## src/aprel_pkg.sv

```systemverilog
package aprel_pkg;

  // One input transaction: the instruction and the two addresses it moves between.
  typedef struct packed {
    logic [63:0] source_address;
    logic [63:0] dest_address;
    logic [31:0] instruction;
  } aprel_in_t;

  // One result transaction: the rewritten word and its status flag.
  typedef struct packed {
    logic [31:0] relocated_word;
    logic        status;
  } aprel_out_t;

  // Immediate layout of the matched instruction form.
  typedef enum logic [2:0] {
    FORM_NONE,
    FORM_IMM26,
    FORM_IMM19,
    FORM_IMM14,
    FORM_ADR,
    FORM_ADRP
  } aprel_form_e;

  // Status codes.
  localparam logic STATUS_OK   = 1'b0;
  localparam logic STATUS_FAIL = 1'b1;

  // Opcode masks and match values, listed in decode priority order.
  localparam logic [31:0] MASK_B      = 32'h7C00_0000;
  localparam logic [31:0] MATCH_B     = 32'h1400_0000;
  localparam logic [31:0] MASK_BCOND  = 32'hFF00_0010;
  localparam logic [31:0] MATCH_BCOND = 32'h5400_0000;
  localparam logic [31:0] MASK_CB     = 32'h7E00_0000;
  localparam logic [31:0] MATCH_CB    = 32'h3400_0000;
  localparam logic [31:0] MASK_TB     = 32'h7E00_0000;
  localparam logic [31:0] MATCH_TB    = 32'h3600_0000;
  localparam logic [31:0] MASK_LDR    = 32'hBF00_0000;
  localparam logic [31:0] MATCH_LDR   = 32'h1800_0000;
  localparam logic [31:0] MASK_LDRSW  = 32'hFF00_0000;
  localparam logic [31:0] MATCH_LDRSW = 32'h9800_0000;
  localparam logic [31:0] MASK_LDRFP  = 32'h3F00_0000;
  localparam logic [31:0] MATCH_LDRFP = 32'h1C00_0000;
  localparam logic [31:0] MASK_PRFM   = 32'hFF00_0000;
  localparam logic [31:0] MATCH_PRFM  = 32'hD800_0000;
  localparam logic [31:0] MASK_ADR    = 32'h9F00_0000;
  localparam logic [31:0] MATCH_ADR   = 32'h1000_0000;
  localparam logic [31:0] MATCH_ADRP  = 32'h9000_0000;

endpackage

```

## src/aprel_rewrite.sv

```systemverilog
module aprel_rewrite (
  input  aprel_pkg::aprel_in_t  in_data_i,
  output aprel_pkg::aprel_out_t out_data_o
);

  aprel_pkg::aprel_form_e form;
  logic [31:0] insn;
  logic [20:0] imm21;
  logic [63:0] offset;
  logic [63:0] base_src;
  logic [63:0] base_dst;
  logic [63:0] diff;
  logic        fail;
  logic [31:0] word;

  assign insn  = in_data_i.instruction;
  assign imm21 = {insn[23:5], insn[30:29]};

  // Priority decode: the first form whose opcode bits match wins.
  always_comb begin
    priority if ((insn & aprel_pkg::MASK_B) == aprel_pkg::MATCH_B) begin
      form = aprel_pkg::FORM_IMM26;
    end else if ((insn & aprel_pkg::MASK_BCOND) == aprel_pkg::MATCH_BCOND) begin
      form = aprel_pkg::FORM_IMM19;
    end else if ((insn & aprel_pkg::MASK_CB) == aprel_pkg::MATCH_CB) begin
      form = aprel_pkg::FORM_IMM19;
    end else if ((insn & aprel_pkg::MASK_TB) == aprel_pkg::MATCH_TB) begin
      form = aprel_pkg::FORM_IMM14;
    end else if ((insn & aprel_pkg::MASK_LDR) == aprel_pkg::MATCH_LDR) begin
      form = aprel_pkg::FORM_IMM19;
    end else if ((insn & aprel_pkg::MASK_LDRSW) == aprel_pkg::MATCH_LDRSW) begin
      form = aprel_pkg::FORM_IMM19;
    end else if ((insn & aprel_pkg::MASK_LDRFP) == aprel_pkg::MATCH_LDRFP) begin
      form = aprel_pkg::FORM_IMM19;
    end else if ((insn & aprel_pkg::MASK_PRFM) == aprel_pkg::MATCH_PRFM) begin
      form = aprel_pkg::FORM_IMM19;
    end else if ((insn & aprel_pkg::MASK_ADR) == aprel_pkg::MATCH_ADR) begin
      form = aprel_pkg::FORM_ADR;
    end else if ((insn & aprel_pkg::MASK_ADR) == aprel_pkg::MATCH_ADRP) begin
      form = aprel_pkg::FORM_ADRP;
    end else begin
      form = aprel_pkg::FORM_NONE;
    end
  end

  // Sign-extended byte offset of the original target, scaled per form.
  always_comb begin
    unique case (form)
      aprel_pkg::FORM_IMM26: offset = {{36{insn[25]}}, insn[25:0], 2'b00};
      aprel_pkg::FORM_IMM19: offset = {{43{insn[23]}}, insn[23:5], 2'b00};
      aprel_pkg::FORM_IMM14: offset = {{48{insn[18]}}, insn[18:5], 2'b00};
      aprel_pkg::FORM_ADR:   offset = {{43{imm21[20]}}, imm21};
      aprel_pkg::FORM_ADRP:  offset = {{31{imm21[20]}}, imm21, 12'h000};
      default:               offset = '0;
    endcase
  end

  // ADRP works on 4 KiB page bases; all other forms use the full addresses.
  assign base_src = (form == aprel_pkg::FORM_ADRP) ?
                    {in_data_i.source_address[63:12], 12'h000} : in_data_i.source_address;
  assign base_dst = (form == aprel_pkg::FORM_ADRP) ?
                    {in_data_i.dest_address[63:12], 12'h000} : in_data_i.dest_address;

  // New offset as seen from the destination address, wrapping modulo 2^64.
  assign diff = base_src + offset - base_dst;

  // Range and alignment check. A value fits when all bits above the field's sign
  // bit equal it, so the upper slice must be all zeros or all ones.
  always_comb begin
    unique case (form)
      aprel_pkg::FORM_IMM26:
        fail = (diff[1:0] != 2'b00) || !((&diff[63:27]) || !(|diff[63:27]));
      aprel_pkg::FORM_IMM19:
        fail = (diff[1:0] != 2'b00) || !((&diff[63:20]) || !(|diff[63:20]));
      aprel_pkg::FORM_IMM14:
        fail = (diff[1:0] != 2'b00) || !((&diff[63:15]) || !(|diff[63:15]));
      aprel_pkg::FORM_ADR:
        fail = !((&diff[63:20]) || !(|diff[63:20]));
      aprel_pkg::FORM_ADRP:
        fail = !((&diff[63:32]) || !(|diff[63:32]));
      default:
        fail = 1'b0;
    endcase
  end

  // Insert the new immediate; a failed or unmatched word passes unchanged.
  always_comb begin
    word = insn;
    if (!fail) begin
      unique case (form)
        aprel_pkg::FORM_IMM26: word[25:0] = diff[27:2];
        aprel_pkg::FORM_IMM19: word[23:5] = diff[20:2];
        aprel_pkg::FORM_IMM14: word[18:5] = diff[15:2];
        aprel_pkg::FORM_ADR: begin
          word[30:29] = diff[1:0];
          word[23:5]  = diff[20:2];
        end
        aprel_pkg::FORM_ADRP: begin
          word[30:29] = diff[13:12];
          word[23:5]  = diff[32:14];
        end
        default: word = insn;
      endcase
    end
  end

  assign out_data_o.relocated_word = word;
  assign out_data_o.status         = fail ? aprel_pkg::STATUS_FAIL : aprel_pkg::STATUS_OK;

endmodule

```

## src/aarch64_pcrel_insn_relocator.sv

```systemverilog
// Channel   Direction  Payload               Handshake
// in        input      aprel_pkg::aprel_in_t   in_valid_i / in_ready_o
// out       output     aprel_pkg::aprel_out_t  out_valid_o / out_ready_i
//
// Each instruction passes through the input register, then the rewrite logic (one
// 64-bit three-operand add and range check) settles into the result register. One
// transaction is accepted every cycle while the output is not stalled.
// Reset clears both valid flags; payload registers are not reset.
// A stall on the output holds both stages; the input register still fills
// while the result waits, so the pipeline holds two transactions.
module aarch64_pcrel_insn_relocator (
  input  logic                  clk_i,
  input  logic                  rst_ni,
  input  logic                  in_valid_i,
  output logic                  in_ready_o,
  input  aprel_pkg::aprel_in_t  in_data_i,
  output logic                  out_valid_o,
  input  logic                  out_ready_i,
  output aprel_pkg::aprel_out_t out_data_o
);

  logic                  in_valid_q;
  aprel_pkg::aprel_in_t  in_data_q;
  logic                  out_valid_q;
  aprel_pkg::aprel_out_t out_data_q;
  aprel_pkg::aprel_out_t result_d;
  logic                  advance;

  // The result register can take a new value when it is empty or being drained.
  assign advance    = !out_valid_q || out_ready_i;
  assign in_ready_o = !in_valid_q || advance;

  aprel_rewrite u_rewrite (
    .in_data_i  (in_data_q),
    .out_data_o (result_d)
  );

  // Valid flags of both stages.
  always_ff @(posedge clk_i or negedge rst_ni) begin
    if (!rst_ni) begin
      in_valid_q  <= 1'b0;
      out_valid_q <= 1'b0;
    end else begin
      if (in_ready_o) begin
        in_valid_q <= in_valid_i;
      end
      if (advance) begin
        out_valid_q <= in_valid_q;
      end
    end
  end

  // Payload registers load only on a moving transaction.
  always_ff @(posedge clk_i) begin
    if (in_valid_i && in_ready_o) begin
      in_data_q <= in_data_i;
    end
    if (in_valid_q && advance) begin
      out_data_q <= result_d;
    end
  end

  assign out_valid_o = out_valid_q;
  assign out_data_o  = out_data_q;

endmodule
```

## config.mk

```make
export PLATFORM = sky130hd
export DESIGN_NAME = aarch64_pcrel_insn_relocator
export DESIGN_NICKNAME = d
export VERILOG_FILES = /design/src/aprel_pkg.sv /design/src/aprel_rewrite.sv /design/src/aarch64_pcrel_insn_relocator.sv
export SDC_FILE = /design/constraint.sdc
export NUM_CORES = 1
export LEC_CHECK = 0
export BUFFER_PORTS_ARGS = -buffer_cell sky130_fd_sc_hd__buf_2
export CAP_MARGIN = 40
export CORE_MARGIN = 4
export CORE_UTILIZATION = 57
export CTS_CLUSTER_DIAMETER = 30
export DETAILED_ROUTE_END_ITERATION = 16
export HOLD_SLACK_MARGIN = 0.08
export MAX_ROUTING_LAYER = met4
export PLACE_DENSITY = 0.79
export SLEW_MARGIN = 20
export SYNTH_ARGS = -nofsm -noshare
export SYNTH_HDL_FRONTEND = slang
export SYNTH_SLANG_ARGS = --single-unit
```

## constraint.sdc

```tcl
create_clock -name clk_i -period 11 [get_ports clk_i]
set_clock_uncertainty 0.2 [all_clocks]
set_input_delay 0.55 -clock clk_i [delete_from_list [all_inputs] [get_ports clk_i]]
set_output_delay 0.55 -clock clk_i [all_outputs]
set_load 0.05 [all_outputs]
```

# Yosys cells after proc, flatten, opt, wreduce, memory -nomap -nowiden
# Cells that the tools add are included.
dict set report totals {
  mem_bits_ro 0
  ram_bits 0
  wordCells 77
  reg_bits 195
  memories 0
  latch_bits 0
}
dict set report classes {
  n_eq_ne 15
  n_bitwise 0
  n_mul 0
  n_mux 21
  n_reduce_logical 32
  n_addsub 2
  div_mod_pow 0
  n_lt_le_gt_ge 0
  shifts 0
}
# operator count
set op_table {}
lappend op_table {{$pmux 64 s5} 1}
lappend op_table {{$add 64x64->64} 1}
lappend op_table {{$sub 64x64->64} 1}
lappend op_table {{$reduce_and 49->1} 1}
lappend op_table {{$reduce_or 49->1} 1}
lappend op_table {{$reduce_and 44->1} 1}
lappend op_table {{$reduce_or 44->1} 1}
lappend op_table {{$pmux 14 s3} 1}
lappend op_table {{$reduce_and 37->1} 1}
lappend op_table {{$reduce_or 37->1} 1}
lappend op_table {{$reduce_and 32->1} 1}
lappend op_table {{$reduce_or 32->1} 1}
lappend op_table {{$mux 31} 1}
lappend op_table {{$mux 3} 10}
lappend op_table {{$eq 6x5->1 const B} 4}
lappend op_table {{$mux 12} 2}
lappend op_table {{$eq 8x8->1 const B} 2}
lappend op_table {{$pmux 5 s3} 1}
lappend op_table {{$logic_not 1->1} 10}
lappend op_table {{$eq 9x8->1 const B} 1}
lappend op_table {{$logic_or 1x1->1} 9}
lappend op_table {{$eq 7x5->1 const B} 1}
lappend op_table {{$eq 3x2->1 const B} 2}
lappend op_table {{$eq 3x3->1 const B} 2}
lappend op_table {{other kinds (12)} 13}

# Longest topological paths before layout
dict set report logic_depth {
  word_depth 22
  mapped_depth 31
}

# Modules after synthesis
# A second synthesis with hierarchy kept.
dict set report hier_totals {
  hier_cells 1504
  hier_area_um2 14716.6
}
# module cells_each n_inst area_per_inst_um2 seq_area_each_um2
set modules_own_cells {}
lappend modules_own_cells {aprel_rewrite 1303 1 8817.2 0.0}
lappend modules_own_cells {aarch64_pcrel_insn_relocator 201 1 5899.4 5845.6}

# Least setup slack after synthesis
# No wires, ideal clock.
dict set report synth_path {
  path_type {register -> register}
  startpoint {register in_data_q[30] in the netlist's numbering}
  endpoint {register out_data_q, in the netlist out_data_o[12], data pin}
  n_path_buf 3
  t_arrival_ns 7.982
  synth_period_minus_slack_ns 8.442
  path_stages_with_launch 25
  required_time_ns 10.540
  setup_slack_ns 2.558
  setup_time_ns 0.260
  path_cell_list {edfxtp_1 nor4bb_1 o21ai_0 a21oi_1 o21a_1 a31oi_1 fa_1 inv_1 ha_1 buf_2 and4_1 clkbuf_1 nand4_1 nor2b_1 or4b_1 o31a_1 o21ai_1 nand3_1 or4b_1 nand4b_1 o41ai_1 a22oi_1 nor4b_4 buf_6 mux2_4}
}
# item line
set synth_lines {}
lappend synth_lines {{start: declaration} aarch64_pcrel_insn_relocator.sv:23} ;# aprel_pkg::aprel_in_t in_data_q;
lappend synth_lines {{start signal: assignment} aarch64_pcrel_insn_relocator.sv:56} ;# in_data_q <= in_data_i;
lappend synth_lines {{end signal: assignment} aarch64_pcrel_insn_relocator.sv:59} ;# out_data_q <= result_d;
lappend synth_lines {{end: declaration} aarch64_pcrel_insn_relocator.sv:25} ;# aprel_pkg::aprel_out_t out_data_q;

==> run summary <==
* Multi-input gate area: 7560 sq um
* Clk pin slew, worst setup/hold paths: 0.08 ns
* overflow left after global routing: 0
* net count after synthesis: 1754
* period utilisation layout: 86.2%
* iteration count of the initial detailed-routing pass: 6
* CTS tree: built
* post-CTS setup-driven buffer insertion count: 0
* Avg WL per Cell: 22.0 um
* final layout net count: 2052
* largest voltage drop on the vdd net: 0.120 mV
* maximum operating frequency: 105 MHz
* number of enable flip-flop cells after synthesis: 193
* Post-DP HPWL: 34400 um
* Max Fanout on Critical Path: 35
* clock latency on the worst-skew pair: 0.45 ns
* final critical delay including setup and external delays: 9.48 ns
* Starting Density: 57.7%
* weighted congestion at the end of routability-driven global placement: 1.07
* starting DRC count in detailed routing: 1477
* number of filler cells placed in the layout: 1796
* number of max-cap violations: 0
* CP endpoint kind: flip-flop
* pin count of the biggest net entering global routing: 67
* final std cells w/o fill: 2104
* final total power: 2.66 mW
* remaining design rule violation count: 0
* number of antenna-violating nets in the routed design: 0
* YS warnings: 0
* Hold WC Path Type: primary input to flip-flop
* CTS H-Tree Depth: 4
* clock sink count: 195
* total of flip-flops plus latches after synthesis: 195
* Die Outline Area: 28000 sq um
* Std-Cell Core Area: 25000 sq um
* Max Root-Sink Buffers: 2
* Arr. time, crit path: 9.48 ns
* Num CTS Buffers: 17
* fraction of synthesis flops using an asynchronous set or reset pin: 1.03%
* Diodes inserted: 0
* post-layout worst setup margin: 1.52 ns
* sequential cell area fraction in the yosys report: 40.5%
* via count of the first global-routing pass: 12800
* critical path data required time: 10.99 ns
* overall die width: 167 um
* fraction of final layout cells sized beyond drive strength 1: 16.9%
* most used cells in the layout excluding fill and tap cells: inv_1, buf_2, edfxtp_1
* post-placement worst setup slack: 1.78 ns
* critical path type: flip-flop to flip-flop
* gr usage total: 33.1%
* total of cells resized after clock tree synthesis: 0
* Post-Place Cell Area: 15700 sq um
* average vias per placed instance: 6.09
* I/O pin total: 199
* area taken by flip-flops and latches: 5850 sq um
* number of cells produced by synthesis: 1463
* final setup violation count: 0
* Buffers on Ports: 198
* post-route cell area: 17700 sq um
* CP Launch Type: flip-flop
* power per cell area: 151 nW/um^2
* number of vias in the routed layout: 12800
* clock root buffer master: clkbuf_16
* number of failing hold endpoints at the final stage: 0
* antenna violations before repair: 0
* most common cell after layout, fill and taps aside: inv_1
* number of instances in the placed design: 1938
* final-report max-slew violation count: 0
* LEAKAGE: 7.43 nW
* Max-slew headroom: 41.7%
* final-layout setup total negative slack: 0 ns
* chip height: 167 um
* total wirelength of the detailed-routed design: 46200 um
* RSZ-0062 raised after global routing: no
* Avg Synthesized Cell Area: 9.88 sq um
* actual slew at the worst max-slew pin: 0.867 ns
* Area growth, synth to finish: 22.2%
* Core Rows: 58
* most used flip-flop cell after synthesis: edfxtp_1
* first-pass GRT wire length: 70700 um
* number of distinct library cell variants in the gate-level netlist after synthesis: 89
* outcome: finished clean
* summed instance area of the synthesized netlist: 14500 sq um
[power breakdown]
part           total [mW]  internal, mW  switching, mW
logic                1.08         0.369          0.712
clock network       0.672         0.350          0.322
registers           0.910         0.878         0.0319
[layer usage]
layer	vias up	global-route usage, %	wire (um)
li1	5882	-	-
met1	6183	46.4	19500
met2	658	50.1	21200
met3	82	6.73	4490
met4	0	8.26	1020
met5	-	-	0
[cell usage after synthesis (all sizes together) (9+ instances only)]
cell type	n	area share, %
inv	202	5.2
buf	43	1.6
xor2	20	1.2
xnor2	31	1.9
nand2	136	3.6
ha	64	5.5
a222oi	11	0.76
a22oi	26	1.4
mux2	21	1.7
and4	9	0.55
nor4	14	0.80
nand3	24	0.87
a211oi	18	1.0
fa	63	8.7
o211ai	20	1.0
and2	22	0.95
a221oi	14	0.89
a21oi	104	3.7
mux2i	14	0.97
a31oi	10	0.48
nand4	40	1.8
clkbuf	22	0.57
o21a	12	0.62
nor2	81	2.2
o21ai	83	2.9
nand2b	12	0.52
nor3	25	0.90
edfxtp	193	40
a21o	15	0.78
[flip-flops by register name, summed over array words and instances, names as in the netlist]
signal,flops
out_data_o,33
in_valid_q,1
in_data_q,160
out_valid_o,1
[final cells by class]
type / count / area share (%)
multi-input cells: 1001 / 42.8
flip-flops and latches: 195 / 33.1
repair buffers: 344 / 14.0
inverters: 202 / 4.29
clock buffers: 18 / 2.43
well taps: 330 / 2.34
clock inverters: 14 / 1.08
[critical path: stages, from the launching register on]
cell and delay, ns:
edfxtp_1 0.51, nor4_1 0.76, and2_1 0.22, buf_4 0.36
nor3_1 0.15, o21a_1 0.32, nand2_1 0.16, nand2_1 0.27
a221oi_1 0.77, fa_1 0.55, inv_1 0.07, ha_1 0.30
nand4_1 0.21, nor4_1 0.68, nand3_1 0.21, a211oi_1 0.30
nor4_2 0.10, xnor2_1 0.16, or4b_1 0.52, or4_1 0.50
nand4bb_1 0.27, o22ai_1 0.24, o211ai_1 0.27, nor4b_4 0.51
buf_6 0.25, mux2_2 0.35
[final timing paths]
path / startpoint / end / slack, ns / depth (start not counted)
hold / removal: in_data_i[88] / in_data_q[88] / 0.09 / 1
setup reg to reg: in_data_q[25] / out_data_o[9] / 1.52 / 25
max in group asynchronous: rst_ni / in_valid_q / 10.28 / 2
hold reg to reg: in_data_q[27] / out_data_o[28] / 0.28 / 0
min in group asynchronous: rst_ni / out_valid_o / 0.22 / 2
setup / recovery: in_data_q[25] / out_data_o[9] / 1.52 / 25
[stage by stage]
stage / hold slack (ns) / utilization (%)
global route: 0.0765 / 70.5
finish: 0.0864 / 70.5
floorplan: 0.0544 / -
detailed placement: 0.136 / 62.7
CTS: 0.0801 / 69.4
global placement: 0.134 / 62.4
[what timing repair did]
action | CTS | global route
hold buffers | 106 | 26
setup endpoints to repair | 0 | 0
endpoints found under the hold margin | 107 | 26
[kinds of logic after synthesis]
logic type | Yosys count | synth area share [%]
AND/OR/NAND/NOR | 412 | 14.7
AO/OA/AOI/OAI | 376 | 17.4
buffers and inverters | 267 | 7.39
flip-flops | 195 | 40.5
adder cells (fa/ha/maj) | 127 | 14.3
XOR/XNOR | 51 | 3.09
multiplexers | 35 | 2.71
No activity file was read; power rests on OpenSTA's default activity.
